### config.mk
export PLATFORM = sky130hd
export DESIGN_NAME = bitmap_block_pool_allocator_flat
export DESIGN_NICKNAME = d
export VERILOG_FILES = /design/src/bbpa_pkg.sv /design/src/bbpa_req_if.sv /design/src/bbpa_rsp_if.sv /design/src/bbpa_cfg_if.sv /design/src/bbpa_ctrl.sv /design/src/bbpa_dp.sv /design/src/bitmap_block_pool_allocator.sv /design/src/flat_wrapper.sv
export SDC_FILE = /design/constraint.sdc
export NUM_CORES = 2
export LEC_CHECK = 0
export BUFFER_PORTS_ARGS = -buffer_cell sky130_fd_sc_hd__buf_2
export CORE_UTILIZATION = 63
export DETAILED_ROUTE_END_ITERATION = 7
export PLACE_DENSITY = 0.79
export REMOVE_ABC_BUFFERS = 1
export SETUP_SLACK_MARGIN = 0.5
export SYNTH_ARGS = -nofsm -noshare
export SYNTH_HDL_FRONTEND = slang
export SYNTH_SLANG_ARGS = --single-unit
### constraint.sdc
create_clock -name clk_i -period 36.2 [get_ports clk_i]
set_input_delay 10.86 -clock clk_i [delete_from_list [all_inputs] [get_ports clk_i]]
set_output_delay 10.86 -clock clk_i [all_outputs]
set_load 0.005 [all_outputs]
### src/bbpa_pkg.sv
// Package for the bitmap block pool allocator.
// Holds the sizes, mark and status codes, and the command and status types shared by
// the controller, the datapath and the channel interfaces. Depends on nothing.
package bbpa_pkg;

  localparam int unsigned NUM_BLOCKS = 1024;
  localparam int unsigned IDX_W      = $clog2(NUM_BLOCKS);
  localparam int unsigned PTR_W      = $clog2(NUM_BLOCKS + 1);
  localparam int unsigned BYTES_W    = 26;
  localparam int unsigned NEED_W     = BYTES_W + 1;
  localparam int unsigned LOG2_W     = 5;
  localparam int unsigned USED_W     = 11;
  localparam int unsigned CFG_IDX_W  = 1;
  localparam int unsigned CFG_DATA_W = 11;

  localparam logic [LOG2_W-1:0] MAX_LOG2   = 5'd16;
  localparam logic [LOG2_W-1:0] RESET_LOG2 = 5'd6;
  localparam logic [USED_W-1:0] RESET_USED = 11'd1024;

  typedef enum logic [1:0] {
    MARK_FREE = 2'd0,
    MARK_LAST = 2'd1,
    MARK_OCC  = 2'd2
  } mark_e;

  typedef enum logic [2:0] {
    ST_ALLOC   = 3'd0,
    ST_NOSPACE = 3'd1,
    ST_FREED   = 3'd2,
    ST_IGNORED = 3'd3,
    ST_NOEND   = 3'd4
  } status_e;

  typedef enum logic {
    OPC_ALLOC = 1'b0,
    OPC_FREE  = 1'b1
  } opcode_e;

  typedef enum logic [CFG_IDX_W-1:0] {
    CFG_BLOCK_LOG2  = 1'b0,
    CFG_BLOCKS_USED = 1'b1
  } cfg_idx_e;

  typedef enum logic [3:0] {
    OP_NONE,
    OP_CLEAR,
    OP_LOAD,
    OP_PREP,
    OP_SCAN_INIT,
    OP_WALK_INIT,
    OP_SCAN,
    OP_MARK,
    OP_WALK
  } dp_op_e;

  typedef enum logic [2:0] {
    S_CLEAR,
    S_IDLE,
    S_PREP,
    S_DECIDE,
    S_SCAN,
    S_MARK,
    S_WALK,
    S_RESP
  } ctl_state_e;

  typedef struct packed {
    dp_op_e  op;
    logic    out_load;
    status_e out_status;
  } dp_cmd_t;

  typedef struct packed {
    logic clr_done;
    logic is_free;
    logic zero_count;
    logic need_over;
    logic blk_over;
    logic found;
    logic scan_miss;
    logic walk_last;
    logic walk_end;
    logic mark_done;
    logic out_busy;
  } dp_status_t;

endpackage

### src/bbpa_req_if.sv
// Request channel interface of the bitmap block pool allocator.
// Carries valid, ready and one request beat. Depends on bbpa_pkg.
interface bbpa_req_if import bbpa_pkg::*; ();

  logic               valid;
  logic               ready;
  logic               opcode;
  logic [BYTES_W-1:0] byte_count;
  logic [BYTES_W-1:0] byte_offset;

  modport source (output valid, opcode, byte_count, byte_offset, input ready);
  modport sink (input valid, opcode, byte_count, byte_offset, output ready);

endinterface

### src/bbpa_rsp_if.sv
// Response channel interface of the bitmap block pool allocator.
// Carries valid, ready and one result beat. Depends on bbpa_pkg.
interface bbpa_rsp_if import bbpa_pkg::*; ();

  logic               valid;
  logic               ready;
  logic [2:0]         status;
  logic [BYTES_W-1:0] run_offset;

  modport source (output valid, status, run_offset, input ready);
  modport sink (input valid, status, run_offset, output ready);

endinterface

### src/bbpa_cfg_if.sv
// Configuration write channel interface of the bitmap block pool allocator.
// Carries valid, ready, a register index and write data. Depends on bbpa_pkg.
interface bbpa_cfg_if import bbpa_pkg::*; ();

  logic                  valid;
  logic                  ready;
  logic [CFG_IDX_W-1:0]  index;
  logic [CFG_DATA_W-1:0] data;

  modport source (output valid, index, data, input ready);
  modport sink (input valid, index, data, output ready);

endinterface

### src/bbpa_ctrl.sv
// Controller state machine of the bitmap block pool allocator.
// Sequences clearing, request decode, scan, mark, free walk and response.
// Depends on bbpa_pkg.
module bbpa_ctrl import bbpa_pkg::*; (
  input  logic       clk_i,
  input  logic       rst_ni,
  input  logic       in_valid_i,
  input  dp_status_t status_i,
  output logic       in_ready_o,
  output dp_cmd_t    cmd_o
);

  ctl_state_e state_q, state_d;
  status_e    st_q, st_d;

  always_ff @(posedge clk_i or negedge rst_ni) begin
    if (!rst_ni) begin
      state_q <= S_CLEAR;
      st_q    <= ST_IGNORED;
    end else begin
      state_q <= state_d;
      st_q    <= st_d;
    end
  end

  always_comb begin
    state_d    = state_q;
    st_d       = st_q;
    in_ready_o = 1'b0;
    cmd_o      = '{op: OP_NONE, out_load: 1'b0, out_status: st_q};
    case (state_q)
      S_CLEAR: begin
        cmd_o.op = OP_CLEAR;
        if (status_i.clr_done) begin
          state_d = S_IDLE;
        end
      end
      S_IDLE: begin
        in_ready_o = 1'b1;
        if (in_valid_i) begin
          cmd_o.op = OP_LOAD;
          state_d  = S_PREP;
        end
      end
      S_PREP: begin
        cmd_o.op = OP_PREP;
        state_d  = S_DECIDE;
      end
      S_DECIDE: begin
        if (status_i.is_free) begin
          if (status_i.zero_count || status_i.blk_over) begin
            st_d    = ST_IGNORED;
            state_d = S_RESP;
          end else begin
            cmd_o.op = OP_WALK_INIT;
            state_d  = S_WALK;
          end
        end else if (status_i.zero_count) begin
          st_d    = ST_IGNORED;
          state_d = S_RESP;
        end else if (status_i.need_over) begin
          st_d    = ST_NOSPACE;
          state_d = S_RESP;
        end else begin
          cmd_o.op = OP_SCAN_INIT;
          state_d  = S_SCAN;
        end
      end
      S_SCAN: begin
        cmd_o.op = OP_SCAN;
        if (status_i.found) begin
          state_d = S_MARK;
        end else if (status_i.scan_miss) begin
          st_d    = ST_NOSPACE;
          state_d = S_RESP;
        end
      end
      S_MARK: begin
        cmd_o.op = OP_MARK;
        if (status_i.mark_done) begin
          st_d    = ST_ALLOC;
          state_d = S_RESP;
        end
      end
      S_WALK: begin
        cmd_o.op = OP_WALK;
        if (status_i.walk_last) begin
          st_d    = ST_FREED;
          state_d = S_RESP;
        end else if (status_i.walk_end) begin
          st_d    = ST_NOEND;
          state_d = S_RESP;
        end
      end
      S_RESP: begin
        if (!status_i.out_busy) begin
          cmd_o.out_load = 1'b1;
          state_d        = S_IDLE;
        end
      end
      default: begin
        state_d = S_IDLE;
      end
    endcase
  end

endmodule

### src/bbpa_dp.sv
// Datapath of the bitmap block pool allocator.
// Holds the configuration registers, the block mark memory, the scan and walk pointers
// and the response register. Driven by bbpa_ctrl commands; depends on bbpa_pkg.
module bbpa_dp import bbpa_pkg::*; (
  input  logic                  clk_i,
  input  logic                  rst_ni,
  input  dp_cmd_t               cmd_i,
  output dp_status_t            status_o,
  input  logic                  opcode_i,
  input  logic [BYTES_W-1:0]    byte_count_i,
  input  logic [BYTES_W-1:0]    byte_offset_i,
  input  logic                  cfg_valid_i,
  input  logic [CFG_IDX_W-1:0]  cfg_index_i,
  input  logic [CFG_DATA_W-1:0] cfg_data_i,
  output logic                  cfg_ready_o,
  output logic                  rsp_valid_o,
  input  logic                  rsp_ready_i,
  output logic [2:0]            rsp_status_o,
  output logic [BYTES_W-1:0]    rsp_run_offset_o
);

  logic [LOG2_W-1:0]  lg_cfg_q;
  logic [USED_W-1:0]  used_cfg_q;
  logic               opc_q;
  logic [BYTES_W-1:0] count_q;
  logic [BYTES_W-1:0] offset_q;
  logic [NEED_W-1:0]  need_q;
  logic [BYTES_W-1:0] blk_q;
  logic [PTR_W-1:0]   ptr_q;
  logic               pend_q;
  logic [IDX_W-1:0]   pidx_q;
  logic [PTR_W-1:0]   run_q;
  logic [IDX_W-1:0]   start_q;
  logic [IDX_W-1:0]   end_q;
  logic [IDX_W-1:0]   wptr_q;
  logic [1:0]         marks_q [NUM_BLOCKS];
  logic [1:0]         rdata_q;
  logic               out_valid_q;
  logic [2:0]         out_status_q;
  logic [BYTES_W-1:0] out_offset_q;

  logic [LOG2_W-1:0]  lg_eff;
  logic [PTR_W-1:0]   used_eff;
  logic [NEED_W-1:0]  round_mask;
  logic               mark_free;
  logic               mark_last;
  logic               pidx_last;
  logic               ptr_in_range;
  logic [IDX_W-1:0]   start_sel;
  logic               found;
  logic               we;
  logic [IDX_W-1:0]   waddr;
  logic [1:0]         wdata;

  assign cfg_ready_o = 1'b1;

  assign lg_eff   = (lg_cfg_q > MAX_LOG2) ? MAX_LOG2 : lg_cfg_q;
  assign used_eff = (32'(used_cfg_q) > NUM_BLOCKS) ? PTR_W'(NUM_BLOCKS)
                                                     : PTR_W'(used_cfg_q);
  assign round_mask = ~({NEED_W{1'b1}} << lg_eff);

  assign mark_free    = (rdata_q == MARK_FREE);
  assign mark_last    = (rdata_q == MARK_LAST);
  assign pidx_last    = (PTR_W'(pidx_q) == (used_eff - PTR_W'(1)));
  assign ptr_in_range = (ptr_q < used_eff);
  assign start_sel    = (run_q == '0) ? pidx_q : start_q;
  assign found        = (cmd_i.op == OP_SCAN) && pend_q && mark_free &&
                        ((run_q + PTR_W'(1)) == need_q[PTR_W-1:0]);

  always_comb begin
    status_o            = '0;
    status_o.clr_done   = (cmd_i.op == OP_CLEAR) &&
                          (ptr_q[IDX_W-1:0] == IDX_W'(NUM_BLOCKS - 1));
    status_o.is_free    = (opc_q == OPC_FREE);
    status_o.zero_count = (count_q == '0);
    status_o.need_over  = (need_q > NEED_W'(used_eff));
    status_o.blk_over   = (blk_q >= BYTES_W'(used_eff));
    status_o.found      = found;
    status_o.scan_miss  = (cmd_i.op == OP_SCAN) && pend_q && !found && pidx_last;
    status_o.walk_last  = (cmd_i.op == OP_WALK) && pend_q && mark_last;
    status_o.walk_end   = (cmd_i.op == OP_WALK) && pend_q && pidx_last;
    status_o.mark_done  = (cmd_i.op == OP_MARK) && (wptr_q == end_q);
    status_o.out_busy   = out_valid_q && !rsp_ready_i;
  end

  always_ff @(posedge clk_i or negedge rst_ni) begin
    if (!rst_ni) begin
      lg_cfg_q   <= RESET_LOG2;
      used_cfg_q <= RESET_USED;
    end else if (cfg_valid_i) begin
      case (cfg_idx_e'(cfg_index_i))
        CFG_BLOCK_LOG2:  lg_cfg_q   <= cfg_data_i[LOG2_W-1:0];
        CFG_BLOCKS_USED: used_cfg_q <= cfg_data_i[USED_W-1:0];
        default: begin
        end
      endcase
    end
  end

  always_ff @(posedge clk_i) begin
    if (cmd_i.op == OP_LOAD) begin
      opc_q    <= opcode_i;
      count_q  <= byte_count_i;
      offset_q <= byte_offset_i;
    end
    if (cmd_i.op == OP_PREP) begin
      need_q <= ({1'b0, count_q} + round_mask) >> lg_eff;
      blk_q  <= offset_q >> lg_eff;
    end
  end

  always_ff @(posedge clk_i or negedge rst_ni) begin
    if (!rst_ni) begin
      ptr_q  <= '0;
      pend_q <= 1'b0;
    end else begin
      pend_q <= ((cmd_i.op == OP_SCAN) || (cmd_i.op == OP_WALK)) && ptr_in_range;
      case (cmd_i.op)
        OP_CLEAR:     ptr_q <= ptr_q + PTR_W'(1);
        OP_SCAN_INIT: ptr_q <= '0;
        OP_WALK_INIT: ptr_q <= PTR_W'(blk_q);
        OP_SCAN, OP_WALK: begin
          if (ptr_in_range) begin
            ptr_q <= ptr_q + PTR_W'(1);
          end
        end
        default: begin
        end
      endcase
    end
  end

  always_ff @(posedge clk_i) begin
    pidx_q <= ptr_q[IDX_W-1:0];
    if (cmd_i.op == OP_SCAN_INIT) begin
      run_q <= '0;
    end else if ((cmd_i.op == OP_SCAN) && pend_q) begin
      run_q   <= mark_free ? (run_q + PTR_W'(1)) : '0;
      start_q <= start_sel;
      if (found) begin
        wptr_q <= start_sel;
        end_q  <= pidx_q;
      end
    end else if (cmd_i.op == OP_MARK) begin
      wptr_q <= wptr_q + IDX_W'(1);
    end
  end

  always_comb begin
    we    = 1'b0;
    waddr = ptr_q[IDX_W-1:0];
    wdata = MARK_FREE;
    case (cmd_i.op)
      OP_CLEAR: begin
        we = 1'b1;
      end
      OP_MARK: begin
        we    = 1'b1;
        waddr = wptr_q;
        wdata = (wptr_q == end_q) ? MARK_LAST : MARK_OCC;
      end
      OP_WALK: begin
        we    = pend_q;
        waddr = pidx_q;
      end
      default: begin
      end
    endcase
  end

  always_ff @(posedge clk_i) begin
    if (we) begin
      marks_q[waddr] <= wdata;
    end
    rdata_q <= marks_q[ptr_q[IDX_W-1:0]];
  end

  always_ff @(posedge clk_i or negedge rst_ni) begin
    if (!rst_ni) begin
      out_valid_q <= 1'b0;
    end else if (cmd_i.out_load) begin
      out_valid_q <= 1'b1;
    end else if (rsp_ready_i) begin
      out_valid_q <= 1'b0;
    end
  end

  always_ff @(posedge clk_i) begin
    if (cmd_i.out_load) begin
      out_status_q <= cmd_i.out_status;
      out_offset_q <= (cmd_i.out_status == ST_ALLOC) ? (BYTES_W'(start_q) << lg_eff)
                                                     : '0;
    end
  end

  assign rsp_valid_o      = out_valid_q;
  assign rsp_status_o     = out_status_q;
  assign rsp_run_offset_o = out_offset_q;

  a_pend_in_range: assert property (@(posedge clk_i) disable iff (!rst_ni)
    pend_q |-> (PTR_W'(pidx_q) < used_eff))
    else $error("A pending mark read lies outside the blocks in use.");

  a_mark_bounds: assert property (@(posedge clk_i) disable iff (!rst_ni)
    (cmd_i.op == OP_MARK) |-> (wptr_q <= end_q))
    else $error("The mark write pointer has passed the end of the run.");

  a_found_len: assert property (@(posedge clk_i) disable iff (!rst_ni)
    found |-> ((PTR_W'(pidx_q) - PTR_W'(start_sel) + PTR_W'(1)) == need_q[PTR_W-1:0]))
    else $error("A found run does not have the requested length.");

endmodule

### src/bitmap_block_pool_allocator.sv
// Bitmap first-fit block pool allocator: one request at a time, one response beat per
// request. After reset the mark memory is cleared, during which no request is taken
// (configuration writes still are). An allocate reads each block that it scans and then
// writes each block of its run, a free reads and clears each block that it walks, and a
// request answered without touching the marks does neither; all of these go through the
// single mark memory, which is read and written one mark per cycle.
// Depends on bbpa_pkg, the channel interfaces, bbpa_ctrl and bbpa_dp.
module bitmap_block_pool_allocator import bbpa_pkg::*; (
  input  logic       clk_i,
  input  logic       rst_ni,
  bbpa_req_if.sink   req_i,
  bbpa_cfg_if.sink   cfg_i,
  bbpa_rsp_if.source rsp_o
);

  dp_cmd_t    cmd;
  dp_status_t dp_status;
  logic       in_ready;

  assign req_i.ready = in_ready;

  bbpa_ctrl u_ctrl (
    .clk_i      (clk_i),
    .rst_ni     (rst_ni),
    .in_valid_i (req_i.valid),
    .status_i   (dp_status),
    .in_ready_o (in_ready),
    .cmd_o      (cmd)
  );

  bbpa_dp u_dp (
    .clk_i            (clk_i),
    .rst_ni           (rst_ni),
    .cmd_i            (cmd),
    .status_o         (dp_status),
    .opcode_i         (req_i.opcode),
    .byte_count_i     (req_i.byte_count),
    .byte_offset_i    (req_i.byte_offset),
    .cfg_valid_i      (cfg_i.valid),
    .cfg_index_i      (cfg_i.index),
    .cfg_data_i       (cfg_i.data),
    .cfg_ready_o      (cfg_i.ready),
    .rsp_valid_o      (rsp_o.valid),
    .rsp_ready_i      (rsp_o.ready),
    .rsp_status_o     (rsp_o.status),
    .rsp_run_offset_o (rsp_o.run_offset)
  );

endmodule

### src/flat_wrapper.sv
// flat-port wrapper written by rule: the top's interface ports become plain ports
module bitmap_block_pool_allocator_flat import bbpa_pkg::*;
  (clk_i, rst_ni, req_i_valid, req_i_opcode, req_i_byte_count, req_i_byte_offset, req_i_ready, cfg_i_valid, cfg_i_index, cfg_i_data, cfg_i_ready, rsp_o_valid, rsp_o_status, rsp_o_run_offset, rsp_o_ready);
  bbpa_req_if req_i_i ();
  bbpa_cfg_if cfg_i_i ();
  bbpa_rsp_if rsp_o_i ();
  input  logic clk_i;
  input  logic rst_ni;
  input wire logic [$bits(req_i_i.valid)-1:0] req_i_valid;
  input wire logic [$bits(req_i_i.opcode)-1:0] req_i_opcode;
  input wire logic [$bits(req_i_i.byte_count)-1:0] req_i_byte_count;
  input wire logic [$bits(req_i_i.byte_offset)-1:0] req_i_byte_offset;
  output wire logic [$bits(req_i_i.ready)-1:0] req_i_ready;
  input wire logic [$bits(cfg_i_i.valid)-1:0] cfg_i_valid;
  input wire logic [$bits(cfg_i_i.index)-1:0] cfg_i_index;
  input wire logic [$bits(cfg_i_i.data)-1:0] cfg_i_data;
  output wire logic [$bits(cfg_i_i.ready)-1:0] cfg_i_ready;
  output wire logic [$bits(rsp_o_i.valid)-1:0] rsp_o_valid;
  output wire logic [$bits(rsp_o_i.status)-1:0] rsp_o_status;
  output wire logic [$bits(rsp_o_i.run_offset)-1:0] rsp_o_run_offset;
  input wire logic [$bits(rsp_o_i.ready)-1:0] rsp_o_ready;
  assign req_i_i.valid = req_i_valid;
  assign req_i_i.opcode = req_i_opcode;
  assign req_i_i.byte_count = req_i_byte_count;
  assign req_i_i.byte_offset = req_i_byte_offset;
  assign req_i_ready = req_i_i.ready;
  assign cfg_i_i.valid = cfg_i_valid;
  assign cfg_i_i.index = cfg_i_index;
  assign cfg_i_i.data = cfg_i_data;
  assign cfg_i_ready = cfg_i_i.ready;
  assign rsp_o_valid = rsp_o_i.valid;
  assign rsp_o_status = rsp_o_i.status;
  assign rsp_o_run_offset = rsp_o_i.run_offset;
  assign rsp_o_i.ready = rsp_o_ready;
  bitmap_block_pool_allocator u_core (.clk_i(clk_i), .rst_ni(rst_ni), .req_i(req_i_i), .cfg_i(cfg_i_i), .rsp_o(rsp_o_i));
endmodule
Word-level counts from Yosys, hierarchy flattened:

Memory sizes are Yosys's and may differ from the RTL's. A register that Yosys moved wholly into a read port is not among the register bits.
Index checks and enable logic that the tools add are counted.

* $add $sub $neg: 5
* order comparisons: 5
* eq/ne operators: 32
* shift-type cells: 4
* mux-type cells: 49
* bitwise operators: 3
* reduce and logical (&&, ||, !) cells: 35

Operators by type and width (count)
* $mux W3: 21
* $pmux W11 S4: 1
* $mux W10: 4
* $mux W11: 3
* $pmux W4 S7: 1
* $add A26 B27 Y27: 1
* $gt A27 B11 Y1: 1
* $not A27 Y27: 1
* $shl A27 B5 Y27 const A: 1
* $shr A27 B5 Y27: 1
* $ge A26 B11 Y1: 1
* $logic_not A26 Y1: 1
* $shl A10 B5 Y26: 1
* $shr A26 B5 Y26: 1
* $pmux W3 S8: 1
* $add A11 B1 Y11 const B: 2
* $pmux W10 S2: 1
* $eq A4 B3 Y1 const B: 4
* $eq A3 B3 Y1 const B: 4
* $logic_and A1 B1 Y1: 12
* $pmux W3 S4: 1
* $eq A10 B11 Y1: 1
* $eq A11 B11 Y1: 1
* $gt A11 B11 Y1 const B: 1
* other kinds (36): 66

* register bits after elaboration: 221
* RAM bits: 2048
* input bits: 70
* output and inout bits: 32
* word-level logic and storage cells: 153
* memories kept: 1

Memories
* u_core.u_dp.marks_q: words 1024, width 2, rd ports 1, clocked after Yosys merged registers in 1, wr ports 1, RTL line bbpa_dp.sv:36 `logic [1:0] marks_q [NUM_BLOCKS];`

Longest topological paths before layout:

* depth in word-level cells: 17
* gate-level depth with buffers: 17

Cells and area by module:

From an unflattened synthesis, not the netlist that was laid out.

* cell total of the unflattened synthesis: 6242
* area, all modules: 98039.0 sq um

By module, submodules not included
* bbpa_dp: times used 1, cells each 6178, area each 97499.8 sq um
* bbpa_ctrl: times used 1, cells each 64, area each 539.3 sq um

Least setup slack after synthesis:

OpenSTA, ideal clock, no wires.

* path kind: register to register
* start point: reg u_core.u_ctrl.state_q[2]
* end point: mem u_core.u_dp.marks_q[0][1] (data pin)
* setup time: 5193 ps
* data arrival time: 26017 ps
* slack: 4990 ps
* stages on the path, launching flop included: 6
* buffers on the path: 3
* clock period less this slack: 31210 ps
* path through: dfrtp_1 clkbuf_1 clkbuf_1 clkbuf_1 nand3_1 nor2b_1

* longest elaborated chain between the ends: 4
* elaborated cells on any way between the ends: 10

RTL lines
* from (decl): RTL line bbpa_ctrl.sv:13 `ctl_state_e state_q, state_d;`
* from (signal assigned): RTL line bbpa_ctrl.sv:21 `state_q <= state_d;`
* $eq A3 B3 Y1 (tied with other cells): RTL line bbpa_ctrl.sv:31 `case (state_q)`
* $pmux W4 S7 *: RTL line bbpa_ctrl.sv:31
* $eq A4 B3 Y1 *: RTL line bbpa_dp.sv:153 `case (cmd_i.op)`
* $mux W2 *: RTL line bbpa_dp.sv:153
* named net u_core.u_dp.wdata[1]: RTL line bbpa_dp.sv:53 `logic [1:0] wdata;`
* to (decl): RTL line bbpa_dp.sv:36

The timed path passes the listed nets; every way through them passes the cells marked *.

Worst setup path in the final report:

* start point: reg u_core.u_ctrl.state_q[2]
* end point: out req_i_ready

* longest elaborated chain between the ends: 2

RTL lines
* $eq A3 B1 Y1: RTL line bbpa_ctrl.sv:31
* $mux W1: RTL line bbpa_ctrl.sv:31
* to (decl): RTL line flat_wrapper.sv:13 `output wire logic [$bits(req_i_i.ready)-1:0] req_i_ready;`

Every way passes these cells.

==> flow_summary.yaml <==
synthesis:
  syn_area_per_cell_um2: 16.40
  yosysSeqAreaShare_pct: 69.62
  ys_warn_count: 0
  netlist_area_mm2: 0.09738
  ys_types: 85
  async_reset_ff_share_pct: 1.541
  synth_cells: 5937
  synth_enable_flop_cells: 2213
  synth.ff_latch_count: 2271
  synth_flop_cell: "edfxtp_1"
detailed_routing:
  vias_per_cell: 7.025
  ant_nets: 0
  first_iter_violations: 8825
  firstDrtPassIters: 8
  drc: 5
  wl_per_cell_um: 31.60
  finalWirelength_mm: 256.9
  vias: 57127
cells_and_area:
  area_growth_pct: 9.395
  drive_gt1_share_pct: 20.69
  post-route-util_pct: 69.80
  layout.nets: 6050
  n_fill_cell: 9096
clock_tree:
  clk_pin_slew_ns: 0.06
  post_cts_resized: 0
  cts.hold.buffers_added: 0
  clkLatencyLatePin_ns: 0.87
  cts_tree: "done"
  clockRootBuffer: "clkbuf_16"
  clock_sinks: 2271
  numCtsBuffers: 214
  htree_levels: 4
  cts_buffer_depth: 3
  cts_post_setup_buffers_inserted: 0
power_and_ir_drop:
  peakVddDrop_uv: 57.37
  power_switching_mw: 1.125
  p_per_area_mw_per_mm2: 49.66
  p_leak_nw: 27.95
  internal-power_mw: 4.166
  combPwrFrac_pct: 3.6
  clkPwrFrac_pct: 42.3
  switching_share_pct: 21.26
  finalPower_mw: 5.290
  p_seq_share_pct: 54.0
floorplanning:
  die_w_um: 395.2
  ios: 102
  die_h_um: 395.2
  start_util_pct: 63.80
  rows: 143
  core_mm2: 0.1526
  die-area_mm2: 0.1561
worst_setup_path:
  cp.arrival_ns: 2.38
  cp_cell_sequence: "nor2b_1, and2_1, buf_2"
  critPathMaxStageDelay_ns: 0.91
  cp_max_fo: 27
  cp-start-kind: "flip-flop"
  required_ns: 25.34
  cp_slowest_cell: "dfrtp_1"
  crit_buf_inv: 1
  critPathTopFamily: "flip-flops"
  path_class: "reg -> out"
  end_kind: "primary output"
timing:
  finClkSkew_ns: 0.03565
  slew_viol_final: 0
  min_period_over_period_pct: 36.57
  period_minus_slack_ns: 13.24
  clock.fmax_ghz: 0.07554
  setup-tns-final_ns: 0
  tightest_slew_ns: 1.289
  setup_ws_ns: 22.96
  rsz0062_at_grt: "false"
  timing_hold_violations_final: 0
  slew_headroom_pct: 13.85
  setup_viol: 0
global_routing:
  grt_pass1_vias: 57379
  grt_pass1_wl_mm: 374.6
  antenna_found_initial: 6
  grt_max_degree: 264
  track_usage_pct: 33.04
  grt.overflow.total: 0
job:
  max-cap-violations: 0
place:
  place_ws_ns: 23.89
  dp_hpwl_mm: 139.1
  gp_congestion: 0.9406
  portBuffers: 100
status:
  violations: "DRC"
  status: "finished with violations"
hold_path:
  hp-class: "reg -> reg"
[area by class of cell]
class	instances	area (um2)	area share (%)
Tap cell	2030	2540	2.384
Sequential cell	2271	67810	63.66
Multi-Input combinational cell	3204	27720	26.02
Antenna cell	2	5.005	0.004698
Inverter	23	93.84	0.08809
Timing Repair Buffer	202	1379	1.294
Clock inverter	155	1464	1.374
Clock buffer	245	5514	5.176
[sequential cells by signal (all words and copies together) (netlist names), 11 cells and up]
register and cells:
u_core.u_dp.marks_q 2048, u_core.u_dp.used_cfg_q 11, u_core.u_dp.count_q 26, u_core.u_dp.ptr_q 11
u_core.u_dp.run_q 11, u_core.u_dp.rsp_run_offset_o 26, u_core.u_dp.offset_q 26, u_core.u_dp.need_q 27
u_core.u_dp.blk_q 26
[cell usage after synthesis (6+ instances only)]
master / n / area, um2
mux2i_1: 105 / 1051
a21o_1: 31 / 232.7
o21a_1: 12 / 90.09
a31oi_1: 19 / 118.9
o21ai_0: 114 / 570.6
clkbuf_1: 229 / 859.6
nand3_1: 52 / 260.3
inv_1: 18 / 67.56
a221oi_1: 13 / 113.9
o211ai_1: 15 / 112.6
nor3b_1: 8 / 60.06
and2_1: 17 / 106.4
nor2b_1: 19 / 118.9
and3_1: 22 / 137.6
a22o_1: 8 / 70.07
o221ai_1: 12 / 105.1
o21bai_1: 6 / 45.04
a21boi_0: 7 / 52.55
xnor2_1: 35 / 306.5
nand2_1: 290 / 1089
nor4_1: 28 / 175.2
o22ai_1: 22 / 137.6
mux4_2: 611 / 13760
a22oi_1: 63 / 473.0
nand2b_1: 14 / 87.58
nor3_1: 35 / 175.2
mux2_2: 33 / 371.6
buf_4: 39 / 292.8
xor2_1: 34 / 297.8
a21oi_1: 136 / 680.7
ha_1: 63 / 788.3
nor2_1: 1220 / 4579
or2_2: 7 / 43.79
a211oi_1: 30 / 225.2
buf_6: 18 / 202.7
dfrtp_1: 30 / 750.7
nand4_1: 13 / 81.33
buf_2: 81 / 405.4
dfxtp_1: 23 / 460.4
buf_1: 81 / 304.0
edfxtp_1: 2213 / 66450
or3_1: 12 / 75.07
[kinds of logic after synthesis]
kind of cell,synth area share [%]
AND/OR/NAND/NOR,7.328
AO/OA/AOI/OAI,3.760
buffers and inverters,2.209
flip-flops,69.62
XOR/XNOR,0.6206
other,0.007712
adder cells (fa/ha/maj),0.8301
multiplexers,15.62
[power by group through the flow]
stage | registers (mW) | logic [mW] | clock network (mW)
2_1_floorplan | 2.91 | 0.131 | 0
3_3_place_gp | 2.91 | 0.181 | 0
3_5_place_dp | 2.91 | 0.184 | 0
4_1_cts | 2.86 | 0.186 | 2.25
5_1_grt | 2.86 | 0.207 | 2.34
6_report | 2.86 | 0.192 | 2.24
[worst paths after layout]
| kind | startpoint | to | slack, ns | depth (start not counted) |
|---|---|---|---|---|
| max | u_core.u_ctrl.state_q[2] | req_i_ready | 22.96 | 3 |
| min | u_core.u_dp.run_q[1] | u_core.u_dp.run_q[1] | 0.51 | 2 |
| max reg2reg | u_core.u_dp.ptr_q[0] | u_core.u_dp.rdata_q[0] | 29.34 | 12 |
| min reg2reg | u_core.u_dp.run_q[1] | u_core.u_dp.run_q[1] | 0.51 | 2 |
| max in group asynchronous | rst_ni | u_core.u_dp.ptr_q[0] | 25.33 | 1 |
| min in group asynchronous | rst_ni | u_core.u_dp.rsp_valid_o | 10.16 | 1 |
[metrics by stage]
step	instances	cell area, um2	hold WS, ns
finish	8132	106500	0.5066
global route	8130	106500	0.5501
CTS	8130	106500	0.4961
detailed placement	7730	99540	0.4882
global placement	7730	99540	0.4799
floorplan	5498	95350	0.4619
[worst register-to-register path: cells and delay by family (launching register included)]
family | cells | cell delay, ns
AOI/OAI and AO/OA | 3 | 0.70
buffers and inverters | 4 | 3.02
DFF | 1 | 0.90
muxes | 3 | 1.71
and+or+nand+nor | 2 | 0.37
[layer usage]
| layer | track usage, % | up-vias | routed length [um] |
|---|---|---|---|
| li1 | - | 23031 | - |
| met1 | 42.70 | 28924 | 87380 |
| met2 | 53.14 | 4289 | 123900 |
| met3 | 7.600 | 879 | 30700 |
| met4 | 16.67 | 4 | 14960 |
| met5 | 0 | - | 20 |
[cells in the final DEF, fill, tap and decap left out, types with 14 or more instances in the layout]
master,synthesis,final
a211oi_1,30,30
a21o_1,31,31
a21oi_1,136,136
a22oi_1,63,63
a31oi_1,19,19
and2_1,17,17
and3_1,22,21
buf_2,81,100
buf_4,39,93
bufinv_16,0,21
clkbuf_1,229,29
clkbuf_16,0,216
clkinv_1,3,49
clkinv_2,0,52
clkinvlp_4,0,16
dfrtp_1,30,25
dfxtp_1,23,23
edfxtp_1,2213,2213
ha_1,63,63
inv_1,18,18
mux2_2,33,33
mux2i_1,105,105
mux4_2,611,611
nand2_1,290,273
nand2_2,0,17
nand2b_1,14,14
nand3_1,52,36
nor2_1,1220,1214
nor3_1,35,34
nor4_1,28,28
o211ai_1,15,15
o21ai_0,114,114
o22ai_1,22,22
xnor2_1,35,35
xor2_1,34,34
No activity file was read; power rests on OpenSTA's default activity.
